$ cat config.mk
export PLATFORM = sky130hd
export DESIGN_NAME = ring_border_line_scanner
export DESIGN_NICKNAME = d
export VERILOG_FILES = /design/src/rtl/rbls_pkg.sv /design/src/rtl/rbls_cfg.sv /design/src/rtl/rbls_step.sv /design/src/rtl/ring_border_line_scanner.sv
export SDC_FILE = /design/constraint.sdc
export NUM_CORES = 1
export LEC_CHECK = 0
export BUFFER_PORTS_ARGS = -buffer_cell sky130_fd_sc_hd__clkbuf_2
export CAP_MARGIN = 20
export CORE_MARGIN = 5
export CORE_UTILIZATION = 35
export CTS_CLUSTER_DIAMETER = 150
export CTS_CLUSTER_SIZE = 30
export DETAILED_ROUTE_END_ITERATION = 7
export GPL_ROUTABILITY_DRIVEN = 0
export PLACE_DENSITY = 0.62
export SYNTH_ARGS = -nofsm -noshare
export SYNTH_HDL_FRONTEND = slang
export SYNTH_HIERARCHICAL = 1
export SYNTH_SLANG_ARGS = --single-unit
$ cat constraint.sdc
create_clock -name clk_i -period 16 [get_ports clk_i]
set_input_delay 2.4 -clock clk_i [delete_from_list [all_inputs] [get_ports clk_i]]
set_output_delay 2.4 -clock clk_i [all_outputs]
set_load 0.005 [all_outputs]
$ cat src/rtl/rbls_pkg.sv
// Shared types and constants for the ring border line scanner.
`timescale 1ns / 1ps

package rbls_pkg;

  // Pixel color classes
  localparam logic [2:0] ClsNone  = 3'd0;
  localparam logic [2:0] ClsBlue  = 3'd1;
  localparam logic [2:0] ClsRed   = 3'd2;
  localparam logic [2:0] ClsGreen = 3'd3;
  localparam logic [2:0] ClsBlack = 3'd4;
  localparam logic [2:0] ClsWhite = 3'd5;

  localparam int unsigned CntBits     = 9;
  localparam logic [CntBits-1:0] NoneCountMax = '1;
  localparam logic [7:0] InvalidLimitReset   = 8'd10;

  // Configuration register file
  localparam int unsigned CfgAddrBits = 3;
  localparam logic        RegInvalidLimit = 1'b0;

  typedef enum logic [1:0] {
    RegionInitial = 2'd0,
    RegionBlue    = 2'd1,
    RegionRed     = 2'd2,
    RegionPastRed = 2'd3
  } region_e;

  typedef enum logic [1:0] {
    StFound    = 2'd0,
    StNotFound = 2'd1,
    StRejected = 2'd2
  } status_e;

  typedef struct packed {
    region_e            region;
    logic [2:0]         prev_class;
    logic               prev_valid;
    logic [CntBits-1:0] none_count;
    logic               border_found;
    logic               line_active;
    logic [2:0]         held_dir;
  } line_ctrl_t;

endpackage

$ cat src/rtl/rbls_cfg.sv
// APB-style register file holding the none-pixel limit.
`timescale 1ns / 1ps

module rbls_cfg (
  input  logic                            clk_i,
  input  logic                            rst_ni,
  input  logic                            psel,
  input  logic                            penable,
  input  logic                            pwrite,
  input  logic [rbls_pkg::CfgAddrBits-1:0] paddr,
  input  logic [31:0]                     pwdata,
  output logic [31:0]                     prdata,
  output logic                            pready,
  output logic [7:0]                      invalid_limit_o
);
  import rbls_pkg::*;

  logic [7:0] limit_q;
  logic       wr_en;
  logic       reg_sel;

  assign pready  = 1'b1;
  assign reg_sel = paddr[CfgAddrBits-1];
  assign wr_en   = psel && penable && pwrite && pready;

  always_ff @(posedge clk_i or negedge rst_ni) begin
    if (!rst_ni) begin
      limit_q <= InvalidLimitReset;
    end else if (wr_en && (reg_sel == RegInvalidLimit)) begin
      limit_q <= pwdata[7:0];
    end
  end

  always_comb begin
    unique case (reg_sel)
      RegInvalidLimit: prdata = {24'd0, limit_q};
      default:         prdata = 32'd0;
    endcase
  end

  assign invalid_limit_o = limit_q;

endmodule

$ cat src/rtl/rbls_step.sv
// Per-pixel line state update: none counter, run detection, region machine.
`timescale 1ns / 1ps

module rbls_step #(
  parameter int unsigned COORD_BITS = 12
) (
  input  logic [7:0]             invalid_limit_i,
  input  logic [2:0]             cls_i,
  input  logic [COORD_BITS-1:0]  px_i,
  input  logic [COORD_BITS-1:0]  py_i,
  input  logic                   first_i,
  input  logic                   last_i,
  input  logic [2:0]             dir_i,
  input  rbls_pkg::line_ctrl_t   ctrl_i,
  input  logic [COORD_BITS-1:0]  prev_x_i,
  input  logic [COORD_BITS-1:0]  prev_y_i,
  input  logic [COORD_BITS-1:0]  inner_x_i,
  input  logic [COORD_BITS-1:0]  inner_y_i,
  input  logic [COORD_BITS-1:0]  outer_x_i,
  input  logic [COORD_BITS-1:0]  outer_y_i,
  output rbls_pkg::line_ctrl_t   ctrl_o,
  output logic [COORD_BITS-1:0]  prev_x_o,
  output logic [COORD_BITS-1:0]  prev_y_o,
  output logic [COORD_BITS-1:0]  inner_x_o,
  output logic [COORD_BITS-1:0]  inner_y_o,
  output logic [COORD_BITS-1:0]  outer_x_o,
  output logic [COORD_BITS-1:0]  outer_y_o,
  output logic                   res_valid_o,
  output rbls_pkg::status_e      res_status_o,
  output logic [COORD_BITS-1:0]  res_inner_x_o,
  output logic [COORD_BITS-1:0]  res_inner_y_o,
  output logic [COORD_BITS-1:0]  res_outer_x_o,
  output logic [COORD_BITS-1:0]  res_outer_y_o
);
  import rbls_pkg::*;

  line_ctrl_t         eff;
  logic [CntBits-1:0] cnt;
  logic               ended;
  logic               reject;
  logic               found;

  always_comb begin
    eff       = ctrl_i;
    prev_x_o  = prev_x_i;
    prev_y_o  = prev_y_i;
    inner_x_o = inner_x_i;
    inner_y_o = inner_y_i;
    outer_x_o = outer_x_i;
    outer_y_o = outer_y_i;
    // new line: clear running state, latch direction
    if (first_i) begin
      eff.region       = RegionInitial;
      eff.prev_class   = ClsNone;
      eff.prev_valid   = 1'b0;
      eff.none_count   = '0;
      eff.border_found = 1'b0;
      eff.line_active  = 1'b1;
      eff.held_dir     = dir_i;
      prev_x_o  = '0;
      prev_y_o  = '0;
      inner_x_o = '0;
      inner_y_o = '0;
      outer_x_o = '0;
      outer_y_o = '0;
    end

    ctrl_o       = eff;
    ended        = 1'b0;
    reject       = 1'b0;
    res_valid_o  = 1'b0;
    res_status_o = StNotFound;
    cnt          = eff.none_count;

    if (eff.line_active) begin
      if (cls_i == ClsNone) begin
        if (eff.none_count != NoneCountMax) begin
          cnt = eff.none_count + 1'b1;
        end
        ctrl_o.none_count = cnt;
        ended = (cnt > {1'b0, invalid_limit_i});
      end

      if (!ended) begin
        if (!eff.prev_valid || (cls_i != eff.prev_class)) begin
          // start of a new run
          prev_x_o          = px_i;
          prev_y_o          = py_i;
          ctrl_o.prev_class = cls_i;
          ctrl_o.prev_valid = 1'b1;
        end else begin
          unique case (eff.region)
            RegionInitial: begin
              if (cls_i == ClsBlue) begin
                ctrl_o.region = RegionBlue;
              end else if (cls_i != ClsBlack && cls_i != ClsNone) begin
                reject = 1'b1;
              end
            end
            RegionBlue: begin
              if (cls_i == ClsRed) begin
                inner_x_o     = prev_x_o;
                inner_y_o     = prev_y_o;
                ctrl_o.region = RegionRed;
              end else if (cls_i == ClsGreen) begin
                reject = 1'b1;
              end
            end
            RegionRed: begin
              if (cls_i == ClsBlue) begin
                reject = 1'b1;
              end else if (cls_i == ClsGreen || cls_i == ClsNone ||
                           cls_i == ClsBlack || cls_i == ClsWhite) begin
                outer_x_o           = prev_x_o;
                outer_y_o           = prev_y_o;
                ctrl_o.border_found = 1'b1;
                ctrl_o.region       = RegionPastRed;
              end
            end
            default: ;
          endcase
        end
        if (!reject) begin
          ended = last_i;
        end
      end

      if (reject) begin
        res_valid_o        = 1'b1;
        res_status_o       = StRejected;
        ctrl_o.line_active = 1'b0;
      end else if (ended) begin
        res_valid_o        = 1'b1;
        res_status_o       = ctrl_o.border_found ? StFound : StNotFound;
        ctrl_o.line_active = 1'b0;
      end
    end
  end

  // border points are reported only for a found border
  assign found         = (res_status_o == StFound);
  assign res_inner_x_o = found ? inner_x_o : '0;
  assign res_inner_y_o = found ? inner_y_o : '0;
  assign res_outer_x_o = found ? outer_x_o : '0;
  assign res_outer_y_o = found ? outer_y_o : '0;

endmodule

$ cat src/rtl/ring_border_line_scanner.sv
// Top level of the ring border line scanner.
`timescale 1ns / 1ps
// Usage:
//   Input channel (in_valid_i / in_stall_o) takes one classified pixel per
//   item, walked from the marker center outward, with first_of_line opening
//   a line and last_of_line closing it. Pixels outside an open line are
//   dropped without a result.
//   Output channel (out_valid_o / out_stall_i) carries one item per finished
//   line: status, red inner and outer border points, and line direction.
//   A line also ends early on a rejected color order or once the none-pixel
//   count exceeds the invalid_limit register (APB offset 0, reset 10).
// Timing:
//   An accepted pixel is held in the input register; once it moves on, the line
//   state is updated and any result is written to the output register that
//   drives out_valid_o. One pixel per cycle is sustained while the output is
//   not stalled; the only loop is the state update in the step logic.
// Stall:
//   While out_stall_i holds back a waiting result, the input register holds
//   its pixel and in_stall_o rises only then.
// Reset:
//   Clears both valid flags and the line state; no line is open afterwards.
//   The limit register returns to 10.

module ring_border_line_scanner #(
  parameter int unsigned COORD_BITS = 12
) (
  input  logic                             clk_i,
  input  logic                             rst_ni,
  // pixel input
  input  logic                             in_valid_i,
  output logic                             in_stall_o,
  input  logic [2:0]                       color_class_i,
  input  logic [COORD_BITS-1:0]            pixel_x_i,
  input  logic [COORD_BITS-1:0]            pixel_y_i,
  input  logic                             first_of_line_i,
  input  logic                             last_of_line_i,
  input  logic [2:0]                       direction_i,
  // line result
  output logic                             out_valid_o,
  input  logic                             out_stall_i,
  output logic [1:0]                       line_status_o,
  output logic [COORD_BITS-1:0]            inner_x_o,
  output logic [COORD_BITS-1:0]            inner_y_o,
  output logic [COORD_BITS-1:0]            outer_x_o,
  output logic [COORD_BITS-1:0]            outer_y_o,
  output logic [2:0]                       line_direction_o,
  // configuration
  input  logic                             psel,
  input  logic                             penable,
  input  logic                             pwrite,
  input  logic [rbls_pkg::CfgAddrBits-1:0] paddr,
  input  logic [31:0]                      pwdata,
  output logic [31:0]                      prdata,
  output logic                             pready
);
  import rbls_pkg::*;

  logic [7:0] invalid_limit;

  // input register
  logic                  s1_valid_q, s1_valid_d;
  logic [2:0]            s1_cls_q;
  logic [COORD_BITS-1:0] s1_x_q, s1_y_q;
  logic                  s1_first_q, s1_last_q;
  logic [2:0]            s1_dir_q;

  // line state
  line_ctrl_t            ctrl_q, ctrl_d;
  logic [COORD_BITS-1:0] prev_x_q, prev_y_q, prev_x_d, prev_y_d;
  logic [COORD_BITS-1:0] in_x_q, in_y_q, in_x_d, in_y_d;
  logic [COORD_BITS-1:0] out_x_q, out_y_q, out_x_d, out_y_d;

  // result register
  logic                  out_valid_q, out_valid_d;
  status_e               res_status_q;
  logic [COORD_BITS-1:0] res_ix_q, res_iy_q, res_ox_q, res_oy_q;
  logic [2:0]            res_dir_q;

  logic                  res_valid;
  status_e               res_status;
  logic [COORD_BITS-1:0] res_ix, res_iy, res_ox, res_oy;

  logic move;     // input register item is processed this cycle
  logic out_free; // output register can take a new result
  logic in_acc;

  rbls_cfg u_cfg (
    .clk_i,
    .rst_ni,
    .psel,
    .penable,
    .pwrite,
    .paddr,
    .pwdata,
    .prdata,
    .pready,
    .invalid_limit_o (invalid_limit)
  );

  rbls_step #(.COORD_BITS(COORD_BITS)) u_step (
    .invalid_limit_i (invalid_limit),
    .cls_i           (s1_cls_q),
    .px_i            (s1_x_q),
    .py_i            (s1_y_q),
    .first_i         (s1_first_q),
    .last_i          (s1_last_q),
    .dir_i           (s1_dir_q),
    .ctrl_i          (ctrl_q),
    .prev_x_i        (prev_x_q),
    .prev_y_i        (prev_y_q),
    .inner_x_i       (in_x_q),
    .inner_y_i       (in_y_q),
    .outer_x_i       (out_x_q),
    .outer_y_i       (out_y_q),
    .ctrl_o          (ctrl_d),
    .prev_x_o        (prev_x_d),
    .prev_y_o        (prev_y_d),
    .inner_x_o       (in_x_d),
    .inner_y_o       (in_y_d),
    .outer_x_o       (out_x_d),
    .outer_y_o       (out_y_d),
    .res_valid_o     (res_valid),
    .res_status_o    (res_status),
    .res_inner_x_o   (res_ix),
    .res_inner_y_o   (res_iy),
    .res_outer_x_o   (res_ox),
    .res_outer_y_o   (res_oy)
  );

  assign out_free   = !out_valid_q || !out_stall_i;
  assign move       = s1_valid_q && out_free;
  assign in_stall_o = s1_valid_q && !out_free;
  assign in_acc     = in_valid_i && !in_stall_o;

  always_comb begin
    s1_valid_d = s1_valid_q;
    if (in_acc) begin
      s1_valid_d = 1'b1;
    end else if (move) begin
      s1_valid_d = 1'b0;
    end
    out_valid_d = out_free ? (move && res_valid) : out_valid_q;
  end

  always_ff @(posedge clk_i or negedge rst_ni) begin
    if (!rst_ni) begin
      s1_valid_q  <= 1'b0;
      out_valid_q <= 1'b0;
      ctrl_q      <= '{region: RegionInitial, default: '0};
    end else begin
      s1_valid_q  <= s1_valid_d;
      out_valid_q <= out_valid_d;
      if (move) begin
        ctrl_q <= ctrl_d;
      end
    end
  end

  // payload registers
  always_ff @(posedge clk_i) begin
    if (in_acc) begin
      s1_cls_q   <= color_class_i;
      s1_x_q     <= pixel_x_i;
      s1_y_q     <= pixel_y_i;
      s1_first_q <= first_of_line_i;
      s1_last_q  <= last_of_line_i;
      s1_dir_q   <= direction_i;
    end
    if (move) begin
      prev_x_q <= prev_x_d;
      prev_y_q <= prev_y_d;
      in_x_q   <= in_x_d;
      in_y_q   <= in_y_d;
      out_x_q  <= out_x_d;
      out_y_q  <= out_y_d;
    end
    if (move && res_valid) begin
      res_status_q <= res_status;
      res_ix_q     <= res_ix;
      res_iy_q     <= res_iy;
      res_ox_q     <= res_ox;
      res_oy_q     <= res_oy;
      res_dir_q    <= ctrl_d.held_dir;
    end
  end

  assign out_valid_o      = out_valid_q;
  assign line_status_o    = res_status_q;
  assign inner_x_o        = res_ix_q;
  assign inner_y_o        = res_iy_q;
  assign outer_x_o        = res_ox_q;
  assign outer_y_o        = res_oy_q;
  assign line_direction_o = res_dir_q;

endmodule

==> metrics.txt <==
proportion of total power due to net switching 0.278; share of Yosys cell area claimed by the top area cell type 0.545; mapped cell area 8650 µm²; Slew HR 0.290; class of the most critical hold timing path register to register; number of clock sinks seen by CTS 187; detailed-route DRC error count 0; TritonCTS clock tree yes; Die Footprint 28,000 µm²; result of the run finished clean; number of top-level pins 162; DR WL/cell 17.2 µm; total gr overflow 0; Fin. Hold Viols 0; placed wire-length estimate after detailed placement 12,100 µm; CTS buffer count 17; Post-synth ARST share 0.160; synthesized area per cell 12.4 µm²; number of core rows 57; most frequent cell on the critical path ha_1; vias in the first global route 5,650; portion of total power attributed to the clock network 0.348; number of max-slew violations in the final report 0; worst IR drop on VDD 0.0000581 V; detail-routed via count per cell 4.99; part of the total power dissipated in sequential elements 0.517; number of library cell types mapped by synthesis 56; Yosys Warn Count 6; initial core utilization 0.356; worst-margin pin slew 1.07 ns; endpoint required time on the critical path 16.11 ns; overall track demand over capacity in global routing 0.138; f_max 179 MHz; final cell count without fillers 1,125; CP Cell Sequence clkinv_1 > nand2_1 > inv_1 > ha_1 > nand4_1 > nor3_1 > nand2b_1 > xnor2_1 > ha_1 > o21ai_1 > a21oi_1 > o31ai_1 > a31o_2 > mux2_2 > nor2_1; initial antenna violation count 0; sequential fraction of the synthesis area 0.632; maximum capacitance violations 0; floorplan die width 167 µm; later-pin clock latency in the skew report 0.43 ns; Port-buffer cells 110; unrepaired setup endpoints after global routing false; type of the setup path with the least slack register to register; most common library cell in the layout ignoring fill and taps edfxtp_1; type of element capturing the critical path register; design internal power 0.896 mW; CP top delay family simple AND/OR/NAND/NOR gates; first-pass GRT wire length 31,000 µm; final count of negative-setup-slack endpoints 0; power per cell area 124 nW/µm²; post-synthesis cell type with the largest combined area edfxtp_1; # H-tree levels 4; leading cell types in the layout, fill and taps excluded edfxtp_1, clkbuf_2, a21oi_1, o21ai_0, nor2_1; clock tree buffer depth 2; antenna violation net count after detailed routing 0; setup TNS 0 ns; largest net degree at the start of global routing 96; primary flip-flop cell chosen by synthesis mapping edfxtp_1; ratio of cells with drive above 1 in the final layout 0.256; Gate power share 0.134; cell count after synthesis 698; quantity of gates resized following cts 0; number of search-and-repair iterations in the first detailed-routing pass 5; library cell used as clock root buffer clkbuf_16; delay contributed by the slowest stage of the critical path 0.93 ns; sum of routed wire length over all layers 19,300 µm; crit path max fanout 48; Max Clock Skew 0.0116 ns; number of buffers inserted to repair setup after CTS 0; launching element type of the critical path register; critical path arrival 5.69 ns; share of the clock period used by the worst path 0.348; Static Leakage 3.99 nW; nets@finish 871; number of buffers inserted by hold repair at cts 0; Cells after DPL 1,092; CP max-delay cell mux2_2; flop and latch count out of synthesis 187; area of the core region 24,300 µm²; shortest period the worst path allows 5.57 ns; detailed-route via count 5,612; Vert. Die Dim 167 µm; crit path buf inv count 2; cell types with the largest area share after synthesis edfxtp_1, dfrtp_1, mux2_2; number of synthesized flops with an enable pin 157; synthesis-to-layout area growth 15.6%; DR iter-0 viols 396; diode insertion count for antenna repair 0; clock transition time at the flip-flop clock pins of the worst setup and hold paths 0.08 ns; power dissipated by switching net loads 0.345 mW
[cell type report]
| class | count | area [µm²] |
|---|---|---|
| multi-input combinational | 444 | 2820 |
| timing repair buffer | 116 | 603 |
| tap | 324 | 405 |
| inverter | 22 | 82.6 |
| fill | 2309 | 14300 |
| sequential | 187 | 5470 |
| clock buffer | 17 | 425 |
| clock inverter | 15 | 198 |
[state kept, by name (all words and copies together), names as in the netlist, 8 cells and up]
name and count:
ctrl_q 20, in_x_q 12, in_y_q 12, inner_x_o 12, inner_y_o 12, out_x_q 12, out_y_q 12, outer_x_o 12
outer_y_o 12, prev_x_q 12, prev_y_q 12, s1_x_q 12, s1_y_q 12, u_cfg/invalid_limit_o 8
[kinds of logic (layout without fill, tap and decap cells)]
| family | Yosys count | after routing | share of synthesized area |
|---|---|---|---|
| muxes | 56 | 56 | 0.0696 |
| adders and majority gates | 9 | 9 | 0.0130 |
| buffers and inverters | 90 | 170 | 0.0548 |
| other | 2 | 25 | 0.000868 |
| AOI/OAI and AO/OA | 147 | 147 | 0.102 |
| and+or+nand+nor | 192 | 192 | 0.112 |
| xor gates and xnor gates | 15 | 15 | 0.0152 |
| DFF | 187 | 187 | 0.632 |
[per-layer routing]
layer | global-route usage | routed length (µm) | vias up
met4 | 0.0480 | 267 | 0
met2 | 0.221 | 9290 | 163
li1 | - | - | 2710
met3 | 0.0257 | 948 | 24
met5 | 0 | 0 | -
met1 | 0.191 | 8820 | 2715
[path summary, 6_finish.rpt]
check | startpoint | endpoint | slack [ns] | depth (start not counted)
hold / removal | ctrl_q[0] | ctrl_q[0] | 0.51 | 1
max in group asynchronous | rst_ni | ctrl_q[18] | 13.42 | 1
setup reg to reg | s1_first_q | inner_x_o[11] | 10.43 | 15
hold reg to reg | ctrl_q[0] | ctrl_q[0] | 0.51 | 1
setup / recovery | s1_first_q | inner_x_o[11] | 10.43 | 15
min in group asynchronous | rst_ni | u_cfg/invalid_limit_o[0] | 2.06 | 1
[stage by stage]
| step | worst slack (ns) | total power [mW] | hold WS [ns] | area, µm² | util |
|---|---|---|---|---|---|
| final | 10.43 | 1.24 | 0.508 | 10000 | 0.411 |
| after global routing | 9.97 | 1.31 | 0.530 | 10000 | 0.411 |
| after CTS | 10.46 | 1.26 | 0.514 | 9990 | 0.411 |
| after detailed placement | 10.47 | 0.821 | 0.497 | 9370 | 0.385 |
| after global placement | 10.47 | 0.816 | 0.485 | 9370 | 0.385 |
| after floorplan | 9.37 | 0.758 | 0.477 | 8740 | - |
[cells in the mapped netlist, types with 13 or more instances]
master,number
nor3_1,28
buf_4,25
clkbuf_1,32
nor2_1,43
dfrtp_1,28
nand2_1,39
inv_1,21
a22o_1,13
o21ai_0,43
mux2_2,33
a21oi_1,61
nand3_1,40
mux2i_1,23
edfxtp_1,157
[power groups by stage]
stage | Combinational [mW] | Clock [mW] | Sequential [mW]
floorplan | 0.120 | 0 | 0.638
global placement | 0.165 | 0 | 0.651
detailed placement | 0.169 | 0 | 0.653
CTS | 0.169 | 0.445 | 0.642
global route | 0.187 | 0.468 | 0.650
finish | 0.167 | 0.433 | 0.642
No activity file was read; power rests on OpenSTA's default activity.
